## config.mk

```make
export PLATFORM = sky130hd
export DESIGN_NAME = ring_glow_pixel_shader_top_flat
export DESIGN_NICKNAME = d
export VERILOG_FILES = /design/src/rtl/gls_pkg.sv /design/src/rtl/gls_if.sv /design/src/rtl/gls_geom.sv /design/src/rtl/gls_sqrt.sv /design/src/rtl/gls_shade.sv /design/src/rtl/ring_glow_pixel_shader_top.sv /design/src/flat_wrapper.sv
export SDC_FILE = /design/constraint.sdc
export NUM_CORES = 2
export LEC_CHECK = 0
export BUFFER_PORTS_ARGS = -buffer_cell sky130_fd_sc_hd__buf_2
export CAP_MARGIN = 20
export CORE_AREA = 10 10 228 339
export CTS_CLUSTER_DIAMETER = 40
export DETAILED_ROUTE_END_ITERATION = 10
export DIE_AREA = 0 0 238 349
export MAX_ROUTING_LAYER = met4
export PLACE_DENSITY = 0.72
export SKIP_CTS_REPAIR_TIMING = 1
export SLEW_MARGIN = 0
export SYNTH_ARGS = -nofsm -noshare
export SYNTH_HDL_FRONTEND = slang
export SYNTH_SLANG_ARGS = --single-unit
export TNS_END_PERCENT = 1
```

## constraint.sdc

```tcl
create_clock -name i_clk -period 38.8 [get_ports i_clk]
set_clock_uncertainty 0.15 [all_clocks]
set_input_delay 7.76 -clock i_clk [delete_from_list [all_inputs] [get_ports i_clk]]
set_output_delay 7.76 -clock i_clk [all_outputs]
set_load 0.01 [all_outputs]
```

## src/rtl/gls_pkg.sv

```systemverilog
package gls_pkg;

    localparam int unsigned PIX_W          = 9;
    localparam int unsigned SIZE_W         = 10;
    localparam int unsigned RAD_W          = 13;
    localparam int unsigned GRAY_W         = 8;
    localparam int unsigned CFG_IDX_W      = 3;
    localparam int unsigned CFG_DATA_W     = 16;

    localparam int unsigned MAX_IMAGE_SIZE = 512;
    localparam int unsigned FRACTION_BITS  = 4;

    // offsets from the centre are in half pixels
    localparam int unsigned OFS_W          = PIX_W + 2;
    localparam int unsigned SQ_W           = 2 * OFS_W - 2;
    localparam int unsigned SUM_W          = SQ_W + 1;
    localparam int unsigned RADICAND_W     = SUM_W + 2 * FRACTION_BITS - 2;
    localparam int unsigned ROOT_W         = (RADICAND_W + 1) / 2;

    localparam int unsigned GLOW_SCALE     = 255;
    localparam int unsigned GLOW_DIV       = 100;
    localparam int unsigned NUM_W          = SIZE_W + 8 + FRACTION_BITS - 1;
    localparam int unsigned DEN_W          = RAD_W + 7;
    localparam int unsigned CMP_W          = DEN_W + GRAY_W;
    localparam logic [GRAY_W-1:0] GRAY_MAX = '1;

    typedef enum logic [CFG_IDX_W-1:0] {
        REG_IMAGE_WIDTH  = 3'd0,
        REG_IMAGE_HEIGHT = 3'd1,
        REG_INNER_RADIUS = 3'd2,
        REG_OUTER_RADIUS = 3'd3
    } t_cfg_reg;

    typedef struct packed {
        logic [SIZE_W-1:0] image_width;
        logic [SIZE_W-1:0] image_height;
        logic [RAD_W-1:0]  inner_radius;
        logic [RAD_W-1:0]  outer_radius;
    } t_cfg;

    typedef struct packed {
        logic [PIX_W-1:0] pixel_x;
        logic [PIX_W-1:0] pixel_y;
    } t_pix;

    function automatic logic [SIZE_W-1:0] clamp_size(input logic [SIZE_W-1:0] s);
        logic [SIZE_W-1:0] lim;
        lim = SIZE_W'(MAX_IMAGE_SIZE);
        if (MAX_IMAGE_SIZE < (1 << SIZE_W) && s > lim) begin
            return lim;
        end
        return s;
    endfunction

endpackage

```

## src/rtl/gls_if.sv

```systemverilog
interface gls_pixel_if;
    logic                      valid;
    logic                      ready;
    logic [gls_pkg::PIX_W-1:0] pixel_x;
    logic [gls_pkg::PIX_W-1:0] pixel_y;

    modport source (output valid, output pixel_x, output pixel_y, input ready);
    modport sink (input valid, input pixel_x, input pixel_y, output ready);
endinterface

interface gls_gray_if;
    logic                       valid;
    logic                       ready;
    logic [gls_pkg::GRAY_W-1:0] gray_level;

    modport source (output valid, output gray_level, input ready);
    modport sink (input valid, input gray_level, output ready);
endinterface

interface gls_cfg_if;
    logic                           valid;
    logic                           ready;
    logic [gls_pkg::CFG_IDX_W-1:0]  index;
    logic [gls_pkg::CFG_DATA_W-1:0] data;

    modport source (output valid, output index, output data, input ready);
    modport sink (input valid, input index, input data, output ready);
endinterface

```

## src/rtl/gls_geom.sv

```systemverilog
module gls_geom (
    input  logic                             i_clk,
    input  logic                             i_rst_n,
    input  gls_pkg::t_cfg                    i_cfg,
    input  logic                             i_valid,
    output logic                             o_ready,
    input  gls_pkg::t_pix                    i_pix,
    output logic                             o_valid,
    input  logic                             i_ready,
    output logic [gls_pkg::RADICAND_W-1:0]   o_radicand
);

    localparam int unsigned NSTG   = 3;
    localparam int unsigned WIDE_W = gls_pkg::SUM_W + 2 * gls_pkg::FRACTION_BITS;

    logic [NSTG-1:0] r_vld;
    logic [NSTG-1:0] rdy;

    logic signed [gls_pkg::OFS_W-1:0]   r_dx, r_dy;
    logic signed [gls_pkg::OFS_W-1:0]   n_dx, n_dy;
    logic        [gls_pkg::SQ_W-1:0]    r_dx2, r_dy2;
    logic signed [2*gls_pkg::OFS_W-1:0] p_x, p_y;
    logic        [gls_pkg::SUM_W-1:0]   sum;
    logic        [WIDE_W-1:0]           wide;
    logic        [gls_pkg::RADICAND_W-1:0] r_rad;
    logic        [gls_pkg::SIZE_W-1:0]  w_cl, h_cl;
    logic        [gls_pkg::OFS_W:0]     ex_px, ex_py, ex_w, ex_h;

    always_comb begin
        rdy[NSTG-1] = !r_vld[NSTG-1] || i_ready;
        for (int k = 0; k < NSTG - 1; k++) begin
            rdy[k] = !r_vld[k] || rdy[k+1];
        end
    end
    assign o_ready = rdy[0];

    // centre offsets in half pixels: 2*p - size
    assign w_cl  = gls_pkg::clamp_size(i_cfg.image_width);
    assign h_cl  = gls_pkg::clamp_size(i_cfg.image_height);
    assign ex_px = (gls_pkg::OFS_W + 1)'(i_pix.pixel_x) << 1;
    assign ex_py = (gls_pkg::OFS_W + 1)'(i_pix.pixel_y) << 1;
    assign ex_w  = (gls_pkg::OFS_W + 1)'(w_cl);
    assign ex_h  = (gls_pkg::OFS_W + 1)'(h_cl);
    assign n_dx  = gls_pkg::OFS_W'(ex_px - ex_w);
    assign n_dy  = gls_pkg::OFS_W'(ex_py - ex_h);

    assign p_x  = r_dx * r_dx;
    assign p_y  = r_dy * r_dy;

    assign sum  = gls_pkg::SUM_W'(r_dx2) + gls_pkg::SUM_W'(r_dy2);
    assign wide = (WIDE_W'(sum) << (2 * gls_pkg::FRACTION_BITS)) >> 2;

    always_ff @(posedge i_clk) begin
        if (!i_rst_n) begin
            r_vld <= '0;
        end else begin
            if (rdy[0]) begin
                r_vld[0] <= i_valid;
            end
            for (int k = 1; k < NSTG; k++) begin
                if (rdy[k]) begin
                    r_vld[k] <= r_vld[k-1];
                end
            end
        end
    end

    always_ff @(posedge i_clk) begin
        if (rdy[0] && i_valid) begin
            r_dx <= n_dx;
            r_dy <= n_dy;
        end
        if (rdy[1] && r_vld[0]) begin
            r_dx2 <= p_x[gls_pkg::SQ_W-1:0];
            r_dy2 <= p_y[gls_pkg::SQ_W-1:0];
        end
        if (rdy[2] && r_vld[1]) begin
            r_rad <= wide[gls_pkg::RADICAND_W-1:0];
        end
    end

    assign o_valid    = r_vld[NSTG-1];
    assign o_radicand = r_rad;

endmodule

```

## src/rtl/gls_sqrt.sv

```systemverilog
module gls_sqrt (
    input  logic                             i_clk,
    input  logic                             i_rst_n,
    input  logic                             i_valid,
    output logic                             o_ready,
    input  logic [gls_pkg::RADICAND_W-1:0]   i_radicand,
    output logic                             o_valid,
    input  logic                             i_ready,
    output logic [gls_pkg::ROOT_W-1:0]       o_root
);

    localparam int unsigned RW    = gls_pkg::ROOT_W;
    localparam int unsigned PAD_W = 2 * RW;
    localparam int unsigned REM_W = RW + 3;
    localparam int unsigned SPS   = 4;
    localparam int unsigned NSTG  = (RW + SPS - 1) / SPS;

    typedef struct packed {
        logic [PAD_W-1:0] rad;
        logic [REM_W-1:0] rem;
        logic [RW-1:0]    root;
    } t_sqrt_st;

    // one root bit: bring down two radicand bits, try (root << 2) | 1
    function automatic t_sqrt_st sqrt_step(input t_sqrt_st s);
        t_sqrt_st         o;
        logic [REM_W-1:0] rem2;
        logic [REM_W-1:0] trial;
        rem2  = {s.rem[REM_W-3:0], s.rad[PAD_W-1 -: 2]};
        trial = REM_W'({s.root, 2'b01});
        o.rad = s.rad << 2;
        if (rem2 >= trial) begin
            o.rem  = rem2 - trial;
            o.root = {s.root[RW-2:0], 1'b1};
        end else begin
            o.rem  = rem2;
            o.root = {s.root[RW-2:0], 1'b0};
        end
        return o;
    endfunction

    logic [NSTG-1:0] r_vld;
    logic [NSTG-1:0] rdy;
    t_sqrt_st        r_st [NSTG];
    t_sqrt_st        n_st [NSTG];
    t_sqrt_st        first;

    always_comb begin
        rdy[NSTG-1] = !r_vld[NSTG-1] || i_ready;
        for (int k = 0; k < NSTG - 1; k++) begin
            rdy[k] = !r_vld[k] || rdy[k+1];
        end
    end
    assign o_ready = rdy[0];

    assign first.rad  = PAD_W'(i_radicand);
    assign first.rem  = '0;
    assign first.root = '0;

    for (genvar s = 0; s < NSTG; s++) begin : g_stage
        t_sqrt_st st_in;
        logic     vld_in;

        if (s == 0) begin : g_head
            assign st_in  = first;
            assign vld_in = i_valid;
        end else begin : g_body
            assign st_in  = r_st[s-1];
            assign vld_in = r_vld[s-1];
        end

        always_comb begin
            t_sqrt_st cur;
            cur = st_in;
            for (int j = 0; j < SPS; j++) begin
                if (s * SPS + j < RW) begin
                    cur = sqrt_step(cur);
                end
            end
            n_st[s] = cur;
        end

        always_ff @(posedge i_clk) begin
            if (rdy[s] && vld_in) begin
                r_st[s] <= n_st[s];
            end
        end
    end

    always_ff @(posedge i_clk) begin
        if (!i_rst_n) begin
            r_vld <= '0;
        end else begin
            if (rdy[0]) begin
                r_vld[0] <= i_valid;
            end
            for (int k = 1; k < NSTG; k++) begin
                if (rdy[k]) begin
                    r_vld[k] <= r_vld[k-1];
                end
            end
        end
    end

    assign o_valid = r_vld[NSTG-1];
    assign o_root  = r_st[NSTG-1].root;

endmodule

```

## src/rtl/gls_shade.sv

```systemverilog
module gls_shade (
    input  logic                          i_clk,
    input  logic                          i_rst_n,
    input  gls_pkg::t_cfg                 i_cfg,
    input  logic                          i_valid,
    output logic                          o_ready,
    input  logic [gls_pkg::ROOT_W-1:0]    i_dist,
    output logic                          o_valid,
    input  logic                          i_ready,
    output logic [gls_pkg::GRAY_W-1:0]    o_gray
);

    localparam int unsigned NSTG = 3;
    localparam int unsigned GW   = gls_pkg::GRAY_W;
    localparam int unsigned HALF = GW / 2;

    typedef struct packed {
        logic                     glow;
        logic                     ring;
        logic                     sat;
        logic [gls_pkg::CMP_W-1:0] rem;
        logic [gls_pkg::DEN_W-1:0] den;
        logic [GW-1:0]            q;
    } t_div_st;

    logic [NSTG-1:0] r_vld;
    logic [NSTG-1:0] rdy;

    logic [gls_pkg::ROOT_W-1:0] inner_x, outer_x;
    logic [gls_pkg::RAD_W-1:0]  diff;
    logic [gls_pkg::SIZE_W-1:0] h_cl;
    t_div_st                    n_d0, r_d0, n_d1, r_d1;
    logic [GW-1:0]              n_gray, r_gray;

    always_comb begin
        rdy[NSTG-1] = !r_vld[NSTG-1] || i_ready;
        for (int k = 0; k < NSTG - 1; k++) begin
            rdy[k] = !r_vld[k] || rdy[k+1];
        end
    end
    assign o_ready = rdy[0];

    // classify against the radii and set up num / den of the glow
    assign inner_x = gls_pkg::ROOT_W'(i_cfg.inner_radius);
    assign outer_x = gls_pkg::ROOT_W'(i_cfg.outer_radius);
    assign diff    = gls_pkg::RAD_W'(inner_x - i_dist);
    assign h_cl    = gls_pkg::clamp_size(i_cfg.image_height);

    always_comb begin
        logic [gls_pkg::NUM_W-1:0] num;
        num         = (gls_pkg::NUM_W'(h_cl) * gls_pkg::NUM_W'(gls_pkg::GLOW_SCALE))
                      << gls_pkg::FRACTION_BITS;
        n_d0.glow   = i_dist < inner_x;
        n_d0.ring   = (i_dist == inner_x) || (i_dist < outer_x);
        n_d0.sat    = 1'b0;
        n_d0.rem    = gls_pkg::CMP_W'(num);
        n_d0.den    = gls_pkg::DEN_W'(diff) * gls_pkg::DEN_W'(gls_pkg::GLOW_DIV);
        n_d0.q      = '0;
    end

    // saturation test and the upper quotient bits
    always_comb begin
        logic [gls_pkg::CMP_W-1:0] dsh;
        n_d1     = r_d0;
        n_d1.sat = r_d0.rem >= (gls_pkg::CMP_W'(r_d0.den) << GW);
        for (int k = GW - 1; k >= int'(HALF); k--) begin
            dsh = gls_pkg::CMP_W'(r_d0.den) << k;
            if (n_d1.rem >= dsh) begin
                n_d1.rem  = n_d1.rem - dsh;
                n_d1.q[k] = 1'b1;
            end
        end
    end

    // lower quotient bits and the choice of glow, ring or black
    always_comb begin
        logic [gls_pkg::CMP_W-1:0] dsh;
        t_div_st                   cur;
        cur = r_d1;
        for (int k = int'(HALF) - 1; k >= 0; k--) begin
            dsh = gls_pkg::CMP_W'(r_d1.den) << k;
            if (cur.rem >= dsh) begin
                cur.rem  = cur.rem - dsh;
                cur.q[k] = 1'b1;
            end
        end
        if (cur.glow) begin
            n_gray = cur.sat ? gls_pkg::GRAY_MAX : cur.q;
        end else if (cur.ring) begin
            n_gray = gls_pkg::GRAY_MAX;
        end else begin
            n_gray = '0;
        end
    end

    always_ff @(posedge i_clk) begin
        if (!i_rst_n) begin
            r_vld <= '0;
        end else begin
            if (rdy[0]) begin
                r_vld[0] <= i_valid;
            end
            for (int k = 1; k < NSTG; k++) begin
                if (rdy[k]) begin
                    r_vld[k] <= r_vld[k-1];
                end
            end
        end
    end

    always_ff @(posedge i_clk) begin
        if (rdy[0] && i_valid) begin
            r_d0 <= n_d0;
        end
        if (rdy[1] && r_vld[0]) begin
            r_d1 <= n_d1;
        end
        if (rdy[2] && r_vld[1]) begin
            r_gray <= n_gray;
        end
    end

    assign o_valid = r_vld[NSTG-1];
    assign o_gray  = r_gray;

endmodule

```

## src/rtl/ring_glow_pixel_shader_top.sv

```systemverilog
// channel   dir  handshake     payload
// i_pix     in   valid/ready   pixel_x[8:0], pixel_y[8:0]
// o_gray    out  valid/ready   gray_level[7:0]
// i_cfg     in   valid/ready   index[2:0], data[15:0] (always ready)
//
// one item per clock sustained while o_gray is ready, in pipeline stages:
// 3 for offsets, squares and radicand, 4 for the root (four root bits a
// stage, two in last), 3 for glow (set-up, sat + upper 4 bits, lower 4).
// reset empties every stage and loads the register defaults.
// on a stall each stage holds only while the one after it is full, so
// bubbles close up and o_gray can hold an item while i_pix still takes one.
module ring_glow_pixel_shader_top (
    input  logic        i_clk,
    input  logic        i_rst_n,
    gls_pixel_if.sink   i_pix,
    gls_gray_if.source  o_gray,
    gls_cfg_if.sink     i_cfg
);

    logic [gls_pkg::SIZE_W-1:0] r_image_width;
    logic [gls_pkg::SIZE_W-1:0] r_image_height;
    logic [gls_pkg::RAD_W-1:0]  r_inner_radius;
    logic [gls_pkg::RAD_W-1:0]  r_outer_radius;
    gls_pkg::t_cfg              cfg;
    gls_pkg::t_pix              pix;

    logic                               geo_valid, geo_ready;
    logic [gls_pkg::RADICAND_W-1:0]     geo_rad;
    logic                               sq_valid, sq_ready;
    logic [gls_pkg::ROOT_W-1:0]         sq_root;

    assign i_cfg.ready = 1'b1;

    always_ff @(posedge i_clk) begin
        if (!i_rst_n) begin
            r_image_width  <= gls_pkg::SIZE_W'(350);
            r_image_height <= gls_pkg::SIZE_W'(350);
            r_inner_radius <= gls_pkg::RAD_W'(480);
            r_outer_radius <= gls_pkg::RAD_W'(640);
        end else if (i_cfg.valid) begin
            unique case (gls_pkg::t_cfg_reg'(i_cfg.index))
                gls_pkg::REG_IMAGE_WIDTH:  r_image_width  <= i_cfg.data[gls_pkg::SIZE_W-1:0];
                gls_pkg::REG_IMAGE_HEIGHT: r_image_height <= i_cfg.data[gls_pkg::SIZE_W-1:0];
                gls_pkg::REG_INNER_RADIUS: r_inner_radius <= i_cfg.data[gls_pkg::RAD_W-1:0];
                gls_pkg::REG_OUTER_RADIUS: r_outer_radius <= i_cfg.data[gls_pkg::RAD_W-1:0];
                default: ;
            endcase
        end
    end

    assign cfg.image_width  = r_image_width;
    assign cfg.image_height = r_image_height;
    assign cfg.inner_radius = r_inner_radius;
    assign cfg.outer_radius = r_outer_radius;

    assign pix.pixel_x = i_pix.pixel_x;
    assign pix.pixel_y = i_pix.pixel_y;

    gls_geom u_geom (
        .i_clk      (i_clk),
        .i_rst_n    (i_rst_n),
        .i_cfg      (cfg),
        .i_valid    (i_pix.valid),
        .o_ready    (i_pix.ready),
        .i_pix      (pix),
        .o_valid    (geo_valid),
        .i_ready    (geo_ready),
        .o_radicand (geo_rad)
    );

    gls_sqrt u_sqrt (
        .i_clk      (i_clk),
        .i_rst_n    (i_rst_n),
        .i_valid    (geo_valid),
        .o_ready    (geo_ready),
        .i_radicand (geo_rad),
        .o_valid    (sq_valid),
        .i_ready    (sq_ready),
        .o_root     (sq_root)
    );

    gls_shade u_shade (
        .i_clk   (i_clk),
        .i_rst_n (i_rst_n),
        .i_cfg   (cfg),
        .i_valid (sq_valid),
        .o_ready (sq_ready),
        .i_dist  (sq_root),
        .o_valid (o_gray.valid),
        .i_ready (o_gray.ready),
        .o_gray  (o_gray.gray_level)
    );

    // with the sink taking items every stage can move, so input is open
    a_ready_chain: assert property (@(posedge i_clk) disable iff (!i_rst_n)
        o_gray.ready |-> i_pix.ready)
        else $error("input stalled although output is ready");

    a_reset_empty: assert property (@(posedge i_clk)
        !i_rst_n |=> !o_gray.valid)
        else $error("output valid right after reset");

    // no point lies inside a zero inner radius, so only ring or black
    a_no_glow: assert property (@(posedge i_clk) disable iff (!i_rst_n)
        o_gray.valid && r_inner_radius == '0 |->
            o_gray.gray_level == '0 || o_gray.gray_level == gls_pkg::GRAY_MAX)
        else $error("glow level with zero inner radius");

endmodule
```

## src/flat_wrapper.sv

```systemverilog
// flat-port wrapper written by rule: the top's interface ports become plain ports
module ring_glow_pixel_shader_top_flat 
  (i_clk, i_rst_n, i_pix_valid, i_pix_pixel_x, i_pix_pixel_y, i_pix_ready, o_gray_valid, o_gray_gray_level, o_gray_ready, i_cfg_valid, i_cfg_index, i_cfg_data, i_cfg_ready);
  gls_pixel_if i_pix_i ();
  gls_gray_if o_gray_i ();
  gls_cfg_if i_cfg_i ();
  input  logic i_clk;
  input  logic i_rst_n;
  input wire logic [$bits(i_pix_i.valid)-1:0] i_pix_valid;
  input wire logic [$bits(i_pix_i.pixel_x)-1:0] i_pix_pixel_x;
  input wire logic [$bits(i_pix_i.pixel_y)-1:0] i_pix_pixel_y;
  output wire logic [$bits(i_pix_i.ready)-1:0] i_pix_ready;
  output wire logic [$bits(o_gray_i.valid)-1:0] o_gray_valid;
  output wire logic [$bits(o_gray_i.gray_level)-1:0] o_gray_gray_level;
  input wire logic [$bits(o_gray_i.ready)-1:0] o_gray_ready;
  input wire logic [$bits(i_cfg_i.valid)-1:0] i_cfg_valid;
  input wire logic [$bits(i_cfg_i.index)-1:0] i_cfg_index;
  input wire logic [$bits(i_cfg_i.data)-1:0] i_cfg_data;
  output wire logic [$bits(i_cfg_i.ready)-1:0] i_cfg_ready;
  assign i_pix_i.valid = i_pix_valid;
  assign i_pix_i.pixel_x = i_pix_pixel_x;
  assign i_pix_i.pixel_y = i_pix_pixel_y;
  assign i_pix_ready = i_pix_i.ready;
  assign o_gray_valid = o_gray_i.valid;
  assign o_gray_gray_level = o_gray_i.gray_level;
  assign o_gray_i.ready = o_gray_ready;
  assign i_cfg_i.valid = i_cfg_valid;
  assign i_cfg_i.index = i_cfg_index;
  assign i_cfg_i.data = i_cfg_data;
  assign i_cfg_ready = i_cfg_i.ready;
  ring_glow_pixel_shader_top u_core (.i_clk(i_clk), .i_rst_n(i_rst_n), .i_pix(i_pix_i), .o_gray(o_gray_i), .i_cfg(i_cfg_i));
endmodule
```

Word level (Yosys, flattened, before mapping)
Memory sizes are Yosys's and may differ from the RTL's. Index checks and enable logic that the tools add are counted.

Register bits after elaboration: 237. Latch bits: 0. Bits in writable memories: 220. Memory bits (read-only): 0. Output and inout port bits: 11. Logic and storage cells: 172. Memories: 1.

Memory list: u_core.u_sqrt.r_st (depth 4, width 55, read ports 4, clocked after memory_dff 0, write ports 4, RTL line gls_sqrt.sv:44) `t_sqrt_st r_st [NSTG];`.

$add $sub $neg: 25. Multipliers: 4. Div/mod/pow operators: 0. Order comparisons: 27. Equal/unequal tests: 4. Shift-type cells: 0. Mux-type cells: 42. Bitwise operators: 0. Reduce and logical (&&, ||, !) cells: 36.

Operators by type and width (count): $mux W29 (10); $ge A17 B16 Y1 (13); $mux W28 (7); $sub A15 B15 Y15 (9); $mux W31 (4); $sub A17 B16 Y17 (4); $mul A11 B11 Y20 (2); $mux W10 (4); $ge A21 B28 Y1 (1); $ge A28 B20 Y1 (1); $ge A28 B21 Y1 (1); $ge A28 B22 Y1 (1); $ge A28 B23 Y1 (1); $ge A28 B24 Y1 (1); $ge A28 B25 Y1 (1); $ge A28 B26 Y1 (1); $lt A14 B13 Y1 (2); $sub A21 B27 Y28 (1); $sub A28 B21 Y28 (1); $sub A28 B22 Y28 (1); $sub A28 B23 Y28 (1); $sub A28 B24 Y28 (1); $sub A28 B25 Y28 (1); $sub A28 B26 Y28 (1); 19 further kinds (68).

Longest topological paths before layout
Word-level depth: 12. Gate-level depth with buffers: 57. Mapped depth without buffers: 54.

Hierarchy
A second synthesis with hierarchy kept.

Cells, all modules: 4484. Area total of the unflattened synthesis: 40659.0 um^2.

By module, submodules not included: gls_shade (instances 1, cells an instance 1803, area each 15342.2 um^2, seq. area each 2882.8 um^2); gls_geom (instances 1, cells an instance 1204, area each 11987.7 um^2, seq. area each 2492.4 um^2); gls_sqrt (instances 1, cells an instance 1297, area each 11494.8 um^2, seq. area each 3653.5 um^2); ring_glow_pixel_shader_top (instances 1, cells an instance 180, area each 1834.3 um^2, seq. area each 920.9 um^2).

Worst setup path before layout
Ideal clock, no wire load.

Path kind: input -> output. From: in o_gray_ready. To: out i_pix_ready. Arrival time: 9.077 ns. Setup slack: 21.813 ns. Stages: 7. Path through: nor2b_1 -> and3_1 -> and2_0 -> nand3_1 -> nor2_1 -> and2_0 -> nand3_1.

Cells in the longest elaborated chain, start to end: 10.

RTL lines: start: declaration (RTL line flat_wrapper.sv:15) `input wire logic [$bits(o_gray_i.ready)-1:0] o_gray_ready;`; $logic_or A1 B1 Y1 (RTL line gls_shade.sv:36) `rdy[NSTG-1] = !r_vld[NSTG-1] || i_ready;`; $logic_or A1 B1 Y1 (2 in series) (RTL line gls_shade.sv:38) `rdy[k] = !r_vld[k] || rdy[k+1];`; $logic_or A1 B1 Y1 (RTL line gls_sqrt.sv:49) `rdy[NSTG-1] = !r_vld[NSTG-1] || i_ready;`; $logic_or A1 B1 Y1 (3 in series) (RTL line gls_sqrt.sv:51) `rdy[k] = !r_vld[k] || rdy[k+1];`; $logic_or A1 B1 Y1 (RTL line gls_geom.sv:30) `rdy[NSTG-1] = !r_vld[NSTG-1] || i_ready;`; $logic_or A1 B1 Y1 (2 in series) (RTL line gls_geom.sv:32) `rdy[k] = !r_vld[k] || rdy[k+1];`; end: declaration (RTL line flat_wrapper.sv:12) `output wire logic [$bits(i_pix_i.ready)-1:0] i_pix_ready;`.

Every way passes these cells.

Worst setup path in the final report
Same ends and word-level chain as after synthesis.

==> reports/metrics.yaml <==
grt_remaining_overflow: 0
slew_viol_final: 0
port_buffers: 48
drv_cap: 0
crit_fanout: 6
peakVddDrop_mv: 0.1074
insertion_delay_ns: 0.59
yosys_warnings: 0
synth_edf_count: 277
drt-total-wl_microns: 87310
die_x_microns: 238
hold_class: "reg -> reg"
grt_use_total_pct: 21.70
cts.htree.levels: 2
finalCriticalPeriod_ns: 18.30
gp_congestion: 0.9276
numCtsBuffers: 43
clock_path_buffers: 3
setup_slack_ns: 20.50
die_y_microns: 349
critPathSlowestCell: "and2_0"
start_util_pct: 54.65
p_leak_nw: 18.84
syn_area_sq_um: 38810
ios: 53
status: "completed"
routedWlPerCell_microns: 16.69
start_kind: "input pin"
worst_slew_pin_slew_ns: 1.090
worstSetupPathType: "in -> out"
fmax_mhz: 54.64
min_period_over_period_pct: 47.17
drc: 0
layout_common_cells: "577 x inv_1, 483 x ha_1, 363 x nand2_1"
avgSynthCellArea_sq_um: 9.113
postSynthNetCount: 5035
hold_violations: 0
antenna_found_initial: 3
final_nets: 5056
synth_ff_type: "edfxtp_1"
num_rows: 120
clk_pin_slew_ns: 0.06
hold_slack_ns: 0.2600
rsz0062_at_grt: "no"
slew-limit-headroom_pct: 27.03
drtIter0Drc: 1300
vias: 29770
worstPathRequired_ns: 30.89
yosysTopAreaCellShare_pct: 21.43
die_area_sq_um: 83060
core_area_sq_um: 71020
grt_max_degree: 57
finalSetupViolations: 0
synth-seq-cells: 333
fin_cells: 5231
max_stage_delay_ns: 0.57
async_reset_ff_share_pct: 0
synth.largest_area_cell: "edfxtp_1"
grt_pass1_vias: 30470
ys_seq_area_share_pct: 24.32
cp_data_arrival_time_ns: 10.39
worstSetupEndpointType: "output pin"
dr.pass1.iters: 6
ant_nets: 0
root_buffer: "clkbuf_16"
cts_tree: "built"
crit_chain: "buf_2 > nor2b_1 > and3_1 > and2_0 > nand3_1 > nor2_1 > and2_0 > nand3_1 > buf_2"
synth.lib_cells_used.distinct: 105
cts_sinks: 333
viasPerCell: 5.691
power_density_nw_per_um2: 59.97
synth_area_leaders: "edfxtp_1 21%, ha_1 16%, fa_1 13%, inv_1 5.6%, xnor2_1 4.8%"
final_common_cell: "inv_1"
grt_pass1_wl_microns: 144900
drive_above_1_share_pct: 6.167
synthCells: 4259
hpwl_microns: 72860
fin_util_pct: 58.43
finalSetupTns_ns: 0
placed_cells: 5149
area_growth_pct: 6.918
place_ws_ns: 20.64
==> cell type report <==
class                      instances  area [sq um]
clock inverter                    34         357.8
antenna                            3         7.507
fill                            6233         29520
inverter                         581          2181
multi-input combinational       3252         26890
tap                              915          1145
timing repair buffer              69         397.9
sequential                       333          9439
clock buffer                      44          1080
==> per-stage QoR <==
step	power, mW	area [sq um]
floorplan	1.791	38810
global placement	2.050	40050
detailed placement	2.098	40050
CTS	2.515	41480
global route	2.744	41490
finish	2.489	41500
==> sequential cells by signal, summed over array words and instances, names as in the netlist, 8 cells and up <==
register                  count
u_core.u_shade.r_d1          49
u_core.u_shade.r_d0          17
u_core.u_shade.n_d1          20
u_core.u_geom.r_dx           11
u_core.u_geom.r_dy2          19
u_core.u_shade.o_gray         8
u_core.u_sqrt.r_st          102
u_core.r_image_width         10
u_core.u_geom.o_radicand     21
u_core.r_inner_radius        13
u_core.r_outer_radius        13
u_core.u_geom.r_dx2          19
u_core.u_geom.r_dy           11
u_core.r_image_height        10
==> cell usage after synthesis (all sizes together) (62+ instances only) <==
master / count
fa: 251
ha: 483
clkbuf: 77
xnor2: 211
nor3: 65
a21oi: 258
and2: 96
nand2: 364
nand3: 75
nor2: 244
edfxtp: 277
nor2b: 72
o21ai: 193
a21boi: 62
mux2: 64
xor2: 84
inv: 581
a21o: 137
==> metal layers <==
layer | vias to the layer above | GRT usage [%] | part of all wire [%]
li1 | 14820 | - | -
met1 | 14320 | 21.53 | 37
met2 | 428 | 42.18 | 56
met3 | 207 | 1.862 | 2.5
met4 | 0 | 9.423 | 4.5
met5 | - | - | 0
==> critical path, delay by kind of cell <==
family | cells | cell delay, ns
simple gates | 7 | 2.35
buf+inv | 2 | 0.27
==> where the power goes <==
part / total (mW) / internal, mW / switching, mW
combinational: 1.54 / 0.698 / 0.840
sequential: 0.555 / 0.523 / 0.0323
clock: 0.396 / 0.225 / 0.170
==> path summary, 6_finish.rpt <==
check / start / end / slack, ns / cells past startpoint
worst max-delay path: o_gray_ready / i_pix_ready / 20.50 / 9
worst min-delay path: u_core.u_geom.o_radicand[8]$_DFFE_PP_ / u_core.u_sqrt.r_st[0][43]$_DFFE_PP_ / 0.26 / 0
worst max register to register: u_core.u_shade.n_d1[11]$_DFFE_PP_ / u_core.u_shade.r_d1[38]$_DFFE_PP_ / 24.33 / 56
worst min register to register: u_core.u_geom.o_radicand[8]$_DFFE_PP_ / u_core.u_sqrt.r_st[0][43]$_DFFE_PP_ / 0.26 / 0
==> logic make-up after synthesis <==
| family | Yosys count | synth area share [%] |
|---|---|---|
| flip-flops | 333 | 24.32 |
| XOR/XNOR | 295 | 6.676 |
| other | 2 | 0.01935 |
| AO/OA/AOI/OAI | 982 | 16.68 |
| buffers and inverters | 674 | 6.589 |
| adder cells (fa/ha/maj) | 734 | 28.52 |
| multiplexers | 89 | 2.511 |
| AND/OR/NAND/NOR | 1150 | 14.69 |
Power figures use the tool's default switching activity.
